[src/sv/rlbc_pkg.sv]
// Shared types and constants for the RGB LED blink controller.
// No dependencies; imported by the core, the output buffer, the top level and the checker.
package rlbc_pkg;

  // Item kinds on the input channel
  localparam logic FuncCmd  = 1'b0;
  localparam logic FuncTick = 1'b1;

  // Ticks between toggles after reset
  localparam logic [15:0] HalfPeriodRst = 16'd500;

  // One LED write
  typedef struct packed {
    logic [7:0] red;
    logic [7:0] green;
    logic [7:0] blue;
    logic       running;
  } rlbc_result_t;

endpackage

[src/sv/rlbc_core.sv]
// Command decode, brightness scaling and blink timing for the LED controller.
// Depends on rlbc_pkg for the item kinds and the result type.
module rlbc_core import rlbc_pkg::*; (
  input  logic         clk_i,
  input  logic         rst_ni,
  input  logic         accept_i,
  input  logic         func_i,
  input  logic [7:0]   red_in_i,
  input  logic [7:0]   green_in_i,
  input  logic [7:0]   blue_in_i,
  input  logic [7:0]   brightness_i,
  input  logic         blink_mode_i,
  input  logic [15:0]  repeat_count_i,
  input  logic [15:0]  period_ms_i,
  output logic         push_o,
  output rlbc_result_t result_o
);

  // ch * br / 255 as a multiply and a reciprocal correction, exact for 16-bit products
  function automatic logic [7:0] scale_channel(input logic [7:0] ch, input logic [7:0] br);
    logic [15:0] prod;
    logic [16:0] sum;
    prod = 16'(ch) * 16'(br);
    sum  = {1'b0, prod} + 17'(prod[15:8]) + 17'd1;
    return sum[15:8];
  endfunction

  logic [7:0]  color_q [3];
  logic [7:0]  color_d [3];
  logic [7:0]  scaled  [3];
  logic        active_q, active_d;
  logic        lit_q, lit_d;
  logic        limited_q, limited_d;
  logic [15:0] cycles_q, cycles_d;
  logic [15:0] half_q, half_d;
  logic [15:0] elapsed_q, elapsed_d;
  logic [15:0] elapsed_inc;

  // Scale the commanded colour
  assign scaled[0]   = scale_channel(red_in_i, brightness_i);
  assign scaled[1]   = scale_channel(green_in_i, brightness_i);
  assign scaled[2]   = scale_channel(blue_in_i, brightness_i);
  // Never wraps: elapsed stays below the half period
  assign elapsed_inc = elapsed_q + 16'd1;

  // Next state and the write that this item causes
  always_comb begin
    color_d   = color_q;
    active_d  = active_q;
    lit_d     = lit_q;
    limited_d = limited_q;
    cycles_d  = cycles_q;
    half_d    = half_q;
    elapsed_d = elapsed_q;
    push_o    = 1'b0;
    result_o  = '0;
    if (accept_i) begin
      if (func_i == FuncCmd) begin
        color_d   = scaled;
        half_d    = (period_ms_i == 16'd0) ? 16'd1 : period_ms_i;
        elapsed_d = '0;
        lit_d     = 1'b0;
        if (blink_mode_i) begin
          active_d  = 1'b1;
          limited_d = (repeat_count_i != 16'd0);
          cycles_d  = repeat_count_i;
        end else begin
          active_d  = 1'b0;
          limited_d = 1'b0;
          cycles_d  = '0;
        end
        push_o           = 1'b1;
        result_o.red     = scaled[0];
        result_o.green   = scaled[1];
        result_o.blue    = scaled[2];
        result_o.running = blink_mode_i;
      end else if (active_q) begin
        if (elapsed_inc < half_q) begin
          elapsed_d = elapsed_inc;
        end else begin
          // Toggle; a dark write closes one on-off cycle
          elapsed_d        = '0;
          lit_d            = !lit_q;
          push_o           = 1'b1;
          result_o.red     = lit_q ? color_q[0] : 8'd0;
          result_o.green   = lit_q ? color_q[1] : 8'd0;
          result_o.blue    = lit_q ? color_q[2] : 8'd0;
          result_o.running = 1'b1;
          if (limited_q && !lit_q) begin
            if (cycles_q <= 16'd1) begin
              cycles_d         = '0;
              active_d         = 1'b0;
              limited_d        = 1'b0;
              lit_d            = 1'b0;
              result_o.running = 1'b0;
            end else begin
              cycles_d = cycles_q - 16'd1;
            end
          end
        end
      end
    end
  end

  // Hold the effect state
  always_ff @(posedge clk_i or negedge rst_ni) begin
    if (!rst_ni) begin
      color_q[0] <= '0;
      color_q[1] <= '0;
      color_q[2] <= '0;
      active_q   <= 1'b0;
      lit_q      <= 1'b0;
      limited_q  <= 1'b0;
      cycles_q   <= '0;
      half_q     <= HalfPeriodRst;
      elapsed_q  <= '0;
    end else begin
      color_q    <= color_d;
      active_q   <= active_d;
      lit_q      <= lit_d;
      limited_q  <= limited_d;
      cycles_q   <= cycles_d;
      half_q     <= half_d;
      elapsed_q  <= elapsed_d;
    end
  end

endmodule

[src/sv/rlbc_out_buf.sv]
// Two-entry output buffer: result register plus skid register, registered ready.
// Depends on rlbc_pkg for the result type.
module rlbc_out_buf import rlbc_pkg::*; (
  input  logic         clk_i,
  input  logic         rst_ni,
  input  logic         push_i,
  input  rlbc_result_t data_i,
  output logic         ready_o,
  output logic         valid_o,
  input  logic         ready_i,
  output rlbc_result_t data_o
);

  logic         main_valid_q, main_valid_d;
  logic         skid_valid_q, skid_valid_d;
  rlbc_result_t main_q, main_d;
  rlbc_result_t skid_q, skid_d;
  logic         pop;

  assign pop     = main_valid_q && ready_i;
  assign ready_o = !skid_valid_q;
  assign valid_o = main_valid_q;
  assign data_o  = main_q;

  // Advance the skid entry, or place a new result
  always_comb begin
    main_valid_d = main_valid_q;
    skid_valid_d = skid_valid_q;
    main_d       = main_q;
    skid_d       = skid_q;
    if (skid_valid_q) begin
      if (pop) begin
        main_d       = skid_q;
        skid_valid_d = 1'b0;
      end
    end else if (push_i) begin
      if (!main_valid_q || pop) begin
        main_d       = data_i;
        main_valid_d = 1'b1;
      end else begin
        skid_d       = data_i;
        skid_valid_d = 1'b1;
      end
    end else if (pop) begin
      main_valid_d = 1'b0;
    end
  end

  always_ff @(posedge clk_i or negedge rst_ni) begin
    if (!rst_ni) begin
      main_valid_q <= 1'b0;
      skid_valid_q <= 1'b0;
    end else begin
      main_valid_q <= main_valid_d;
      skid_valid_q <= skid_valid_d;
    end
  end

  always_ff @(posedge clk_i) begin
    main_q <= main_d;
    skid_q <= skid_d;
  end

endmodule

[src/sv/rgb_led_blink_controller.sv]
// Channel   | Handshake             | Payload
// input     | in_valid_i/in_ready_o | func, red/green/blue_in, brightness, blink_mode,
//           |                       | repeat_count, period_ms
// output    | out_valid_o/out_ready_i | red/green/blue_out, effect_running
//
// One item per cycle while in_ready_o is high: the core scales, counts and toggles in the
// transfer cycle and its write is registered on that edge, in the skid register if stalled.
// A tick that does not end a half period gives no write.
// A skid register lets one more item in while a write waits; in_ready_o drops only
// when both output entries are full. Reset leaves no write pending and a half period of 500.
// Depends on rlbc_pkg, rlbc_core and rlbc_out_buf.
module rgb_led_blink_controller import rlbc_pkg::*; (
  input  logic        clk_i,
  input  logic        rst_ni,
  input  logic        in_valid_i,
  output logic        in_ready_o,
  input  logic        func_i,
  input  logic [7:0]  red_in_i,
  input  logic [7:0]  green_in_i,
  input  logic [7:0]  blue_in_i,
  input  logic [7:0]  brightness_i,
  input  logic        blink_mode_i,
  input  logic [15:0] repeat_count_i,
  input  logic [15:0] period_ms_i,
  output logic        out_valid_o,
  input  logic        out_ready_i,
  output logic [7:0]  red_out_o,
  output logic [7:0]  green_out_o,
  output logic [7:0]  blue_out_o,
  output logic        effect_running_o
);

  logic         accept;
  logic         push;
  rlbc_result_t result;
  rlbc_result_t out_data;

  assign accept = in_valid_i && in_ready_o;

  rlbc_core u_core (
    .clk_i          (clk_i),
    .rst_ni         (rst_ni),
    .accept_i       (accept),
    .func_i         (func_i),
    .red_in_i       (red_in_i),
    .green_in_i     (green_in_i),
    .blue_in_i      (blue_in_i),
    .brightness_i   (brightness_i),
    .blink_mode_i   (blink_mode_i),
    .repeat_count_i (repeat_count_i),
    .period_ms_i    (period_ms_i),
    .push_o         (push),
    .result_o       (result)
  );

  rlbc_out_buf u_out_buf (
    .clk_i   (clk_i),
    .rst_ni  (rst_ni),
    .push_i  (push),
    .data_i  (result),
    .ready_o (in_ready_o),
    .valid_o (out_valid_o),
    .ready_i (out_ready_i),
    .data_o  (out_data)
  );

  assign red_out_o        = out_data.red;
  assign green_out_o      = out_data.green;
  assign blue_out_o       = out_data.blue;
  assign effect_running_o = out_data.running;

endmodule

[config.mk]
export PLATFORM = sky130hd
export DESIGN_NAME = rgb_led_blink_controller
export DESIGN_NICKNAME = d
export VERILOG_FILES = /design/src/sv/rlbc_pkg.sv /design/src/sv/rlbc_core.sv /design/src/sv/rlbc_out_buf.sv /design/src/sv/rgb_led_blink_controller.sv
export SDC_FILE = /design/constraint.sdc
export NUM_CORES = 1
export LEC_CHECK = 0
export ABC_AREA = 1
export ABC_CLOCK_PERIOD_IN_PS = 5950
export BUFFER_PORTS_ARGS = -buffer_cell sky130_fd_sc_hd__buf_4
export CAP_MARGIN = 20
export CORE_MARGIN = 1.5
export CORE_UTILIZATION = 40
export DETAILED_ROUTE_END_ITERATION = 10
export GPL_TIMING_DRIVEN = 0
export HOLD_SLACK_MARGIN = 0.08
export PLACE_DENSITY = 0.65
export SLEW_MARGIN = 10
export SYNTH_ARGS = -nofsm -noshare
export SYNTH_HDL_FRONTEND = slang
export SYNTH_SLANG_ARGS = --single-unit
[constraint.sdc]
create_clock -name clk_i -period 5.95 [get_ports clk_i]
set_clock_uncertainty 0.2 [all_clocks]
set_input_delay 0.2975 -clock clk_i [delete_from_list [all_inputs] [get_ports clk_i]]
set_output_delay 0.2975 -clock clk_i [all_outputs]
set_load 0.02 [all_outputs]
Word-level counts from Yosys, hierarchy flattened
Index checks and enable logic that the tools add are counted.

word-level totals
  register bits = 127
  output and inout port bits = 27
  logic and storage cells = 110

operators by class
  $add $sub $neg = 8
  $mul = 3
  order comparisons = 2
  equality and inequality tests = 6
  mux-type cells = 49
  bitwise operators = 3
  reduce and logical (&&, ||, !) cells = 20

operators by type and width
  cell                                                  count
  2-to-1 mux 25 bit                                     8
  2-to-1 mux 16 bit                                     10
  adder 16 x 1 -> 16 bit, second input constant         4
  adder 16 x 8 -> 16 bit                                3
  multiplier 8 x 8 -> 16 bit                            3
  2-to-1 mux 1 bit                                      28
  2-to-1 mux 8 bit                                      3
  <= comparator 16 x 1 -> 1 bit, second input constant  1
  logical NOT 16 bit                                    1
  < comparator 16 bit                                   1
  nonzero test 16 bit                                   1
  subtractor 16 x 1 -> 16 bit, second input constant    1
  AND reduction 3 bit                                   4
  != test 2 x 1 -> 1 bit, second input constant         4
  nonzero test 2 bit                                    3
  AND reduction 5 bit                                   1
  != test 2 bit, second input constant                  2
  AND reduction 2 bit                                   2
  AND reduction 4 bit                                   1
  logical AND 1 bit                                     3
  logical NOT 1 bit                                     3
  inverter 1 bit                                        3
  logical OR 1 bit                                      1

Depth between registers and ports, before layout
  depth after elaboration = 10
  depth in mapped cells = 34

Cells and area by module
A second synthesis with hierarchy kept.

unflattened totals
  cell total of the unflattened synthesis = 2150
  area total of the unflattened synthesis = 15050.7 µm²

modules (own cells, without submodules)
  module                    times used  cells each  area an instance (µm²)
  rlbc_core                 1           2000        13086.3
  rlbc_out_buf              1           148         1956.9
  rgb_led_blink_controller  1           2           7.5

Worst setup path before layout
Ideal clock, no wire load.

  path type = input-to-reg
  start = input port brightness_i[2]
  end = register u_out_buf.main_q, in the netlist u_out_buf.data_o[16], data pin
  arrival time = 5.057 ns
  data required time = 5.489 ns
  path slack = 0.432 ns
  cell stages on the path = 31
  path buffers = 1
  path through = clkbuf_1 -> nand2_1 -> fa_1 -> fa_1 -> inv_1 -> fa_1 -> inv_1 -> fa_1 -> inv_1 -> ha_1 -> nand2_1 -> inv_1 -> nand2_1 -> nand2_1 -> nand2_1 -> nand3_2 -> nand2_1 -> nand2_1 -> a21oi_1 -> xor2_1 -> inv_1 -> ha_1 -> inv_1 -> nor2_1 -> nand3_1 -> nor2_1 -> nand2_1 -> nand3_1 -> nand2_1 -> nand2_2 -> nand3_1

RTL lines
  element               line                            source
  from (decl)           rgb_led_blink_controller.sv:21  input logic [7:0] brightness_i,
  to (signal assigned)  rlbc_out_buf.sv:60              main_q <= main_d;
  to (decl)             rlbc_out_buf.sv:16              rlbc_result_t main_q, main_d;

==> results.txt <==
Post-synthesis sequential area ratio = 22.65%
Slew HR = 41.08%
Setup tns final = 0 ns
Clock sink total = 127
Post-route cell area = 17450 µm²
Register area = 3436 µm²
Final setup viols = 0
VDD IR max = 0.1964 mV
Detailed placement HPWL = 30.07 mm
Area Overhead vs Synth = 15.03%
Placer's final routability congestion estimate = 0.8701
Static Leak = 10.61 nW
Seq cells post-synth = 127
CP Data Arrival Time = 5.52 ns
Core area = 37490 µm²
Cell area power density = 366.8 nW/µm²
Fin crit period = 5.593 ns
Reg2Reg Depth = 15
Die width = 197.7 µm
Initial cell density of the core = 40.46%
Crit Path Class = in2reg
Via count = 13390
Worst-Margin Slew = 0.8818 ns
Clock Path Buffers = 2
Main flop type after synthesis = dfrtp_1
Die Area = 39100 µm²
Number of global-route vias before repair = 13320
Synth area leaders = nand2_1 17%, fa_1 14%, inv_1 12%
Initial antenna violation count = 0
Number of flops mapped to enable cells by yosys = 50
Nets = 2589
Post-Route Utilization = 46.55%
Grt total ovfl = 0
Mapped Cells = 2149
Worst-path fanout max = 10
Outcome = finished, final reports clean
Largest family of logic cells by synthesized area = simple AND/OR/NAND/NOR gates
CP Capture Type = flip-flop
Netlist Area Pre-Place = 15170 µm²
Layout cells sized above 1 = 10.61%
Warnings from Yosys = 0
Syn_area_per_cell = 7.059 µm²
Post-synthesis compound-gate area fraction = 4.363%
Drt drc = 0
H-tree levels = 4
Multi-input gate area = 9671 µm²
Area post-placement = 16370 µm²
# port buffers = 72
Total Routing Usage GR = 19.82%
Inserted Diodes = 0
CP startpoint kind = primary input
Crit path largest cell delay = 0.53 ns
Synth Area in Adders = 26.13%
Synth Area in Simple Gates = 29.32%
Initial DRC count = 843
Synth cell types = 46
Worst Path Required = 5.88 ns
Clk_lat worst skew = 0.42 ns
Mux cell area share after synthesis = 0%
Worst hold stages = 5
Fillers = 3811
Die Y = 197.7 µm
Number of vias per cell = 4.797
Max Cap Viol = 0
CP max stage cell = fa_1
Part of the cycle the worst path needs = 94.01%
Root buffer selected by CTS = clkbuf_16
Pre-antenna DRT Iters = 8
Post-Syn Nets = 2471
Average routed wire per standard cell = 13.40 µm
Fmax = 0.1788 GHz
CTS buffer count = 17
Most frequent CP cell = inv_1
Final hold violation count = 0
Synth area leader = nand2_1
Top cell type's share of synthesized area = 16.70%
Post-synth ARST share = 60.63%
Largest net degree at the start of global routing = 78
FP Rows = 71
Hold crit path type = in2reg
I/O pin cnt = 97
Routed Antenna Nets = 0
Xor/xnor share of the synthesized area = 3.134%
Clock slew at reported path FFs = 0.06 ns
Slew Viols, Final = 0
Clock tree from TritonCTS = yes
WL final = 37.41 mm
First-pass GRT wire length = 63.49 mm
[logic make-up (layout without fill, tap and decap cells)]
family                   count (synthesis)  after routing
buffers and inverters                  574            705
AND/OR/NAND/NOR                       1032           1032
AO/OA/AOI/OAI                          120            120
adder cells (fa/ha/maj)                252            252
XOR/XNOR                                44             44
flip-flops                             127            127
[stage by stage]
step	setup WS, ns	total power, mW	hold WS (ns)	cells
finish	0.3567	6.401	0.09236	2791
detailed placement	-0.6209	5.126	0.2636	2732
global placement	-0.5827	5.035	0.2621	2732
floorplan	0.4322	4.197	-0.1981	2149
global route	-0.01482	7.085	0.1350	2791
CTS	0.03825	6.272	0.08516	2787
[flip-flops by register name (all words and copies together) (netlist names)]
name,cells
u_out_buf.valid_o,1
u_out_buf.skid_q,25
u_out_buf.skid_valid_q,1
u_core.lit_q,1
u_core.half_q,16
u_core.cycles_q,16
u_core.active_q,1
u_core.limited_q,1
u_core.color_q,24
u_out_buf.data_o,25
u_core.elapsed_q,16
[layout make-up]
class | instances | share of cell area (%)
Multi-Input combinational cell | 1448 | 55.42
Tap cell | 511 | 3.664
Sequential cell | 127 | 19.69
Inverter | 511 | 10.99
Buffer | 61 | 1.778
Clock inverter | 15 | 1.197
Clock buffer | 17 | 2.438
Timing Repair Buffer | 101 | 4.819
[where the power goes]
group | internal, mW | switching (mW)
Combinational | 1.53 | 2.84
Sequential | 0.905 | 0
Clock | 0.707 | 0.411
Total | 3.15 | 3.26
[metal layers]
layer	vias to the layer above	track usage [%]	routed length [µm]
li1	6788	-	-
met1	6291	27.71	18300
met2	284	33.76	17380
met3	26	1.431	1347
met4	0	3.902	381
met5	-	0	0
[worst max-delay path: cells and delay by family]
family                   cells  cell delay, ns
buffers and inverters        7            0.64
AO/OA/AOI/OAI                2            0.29
adder cells (fa/ha/maj)      6            2.80
AND/OR/NAND/NOR             12            1.33
XOR/XNOR                     1            0.15
[layout by cell type, fill, tap and decap left out, drive strengths merged, types with 7 or more instances in the layout]
cell type	count
dlygate4sd3	25
inv	513
nand2	695
xor2	34
clkbuf	67
o21ai	52
fa	108
a21oi	38
o22ai	16
nor3	11
ha	144
buf	87
nand4	47
dfrtp	71
xnor2	10
nand3	159
nand3b	7
edfxtp	50
nor4	7
clkinv	7
nor2	100
[final timing paths]
kind,start,to,slack [ns]
min reg2reg,u_core.color_q[17]$_DFFE_PN0P_,u_core.color_q[17]$_DFFE_PN0P_,0.28
min,repeat_count_i[3],u_core.cycles_q[3]$_DFFE_PN0P_,0.09
max,brightness_i[2],u_out_buf.data_o[20]$_DFFE_PP_,0.36
max reg2reg,u_core.elapsed_q[0]$_DFFE_PN0P_,u_out_buf.data_o[2]$_DFFE_PP_,1.56
min in group asynchronous,rst_ni,u_core.color_q[9]$_DFFE_PN0P_,0.11
max in group asynchronous,rst_ni,u_core.half_q[7]$_DFFE_PN1P_,4.77
[cells in the mapped netlist (2+ instances only)]
cell      instances
nand2_1         675
inv_1           497
ha_1            144
nand3_1         144
fa_1            108
nor2_1           90
dfrtp_1          71
edfxtp_1         50
o21ai_0          49
nand4_1          45
clkbuf_1         44
a21oi_1          37
xor2_1           28
nand2_2          19
o22ai_1          16
nand3_2          15
clkbuf_2         14
inv_2            12
xnor2_1          10
nor2_2            9
nor3_1            9
nand3b_1          7
nor4_1            7
dfstp_2           6
o31ai_1           6
buf_2             4
xor2_4            4
a211oi_1          3
o21ai_1           3
clkinv_1          2
nand4_2           2
nor3_2            2
or2_1             2
or2_2             2
xor2_2            2
[timing repair]
action	4_1_cts	5_1_grt
endpoints found under the hold margin	95	0
endpoints found under the setup margin	23	60
gates resized for setup	10	59
hold buffers	25	0
buffers inserted	0	3
pin swaps	0	1
(Power assumes the default switching activity.)
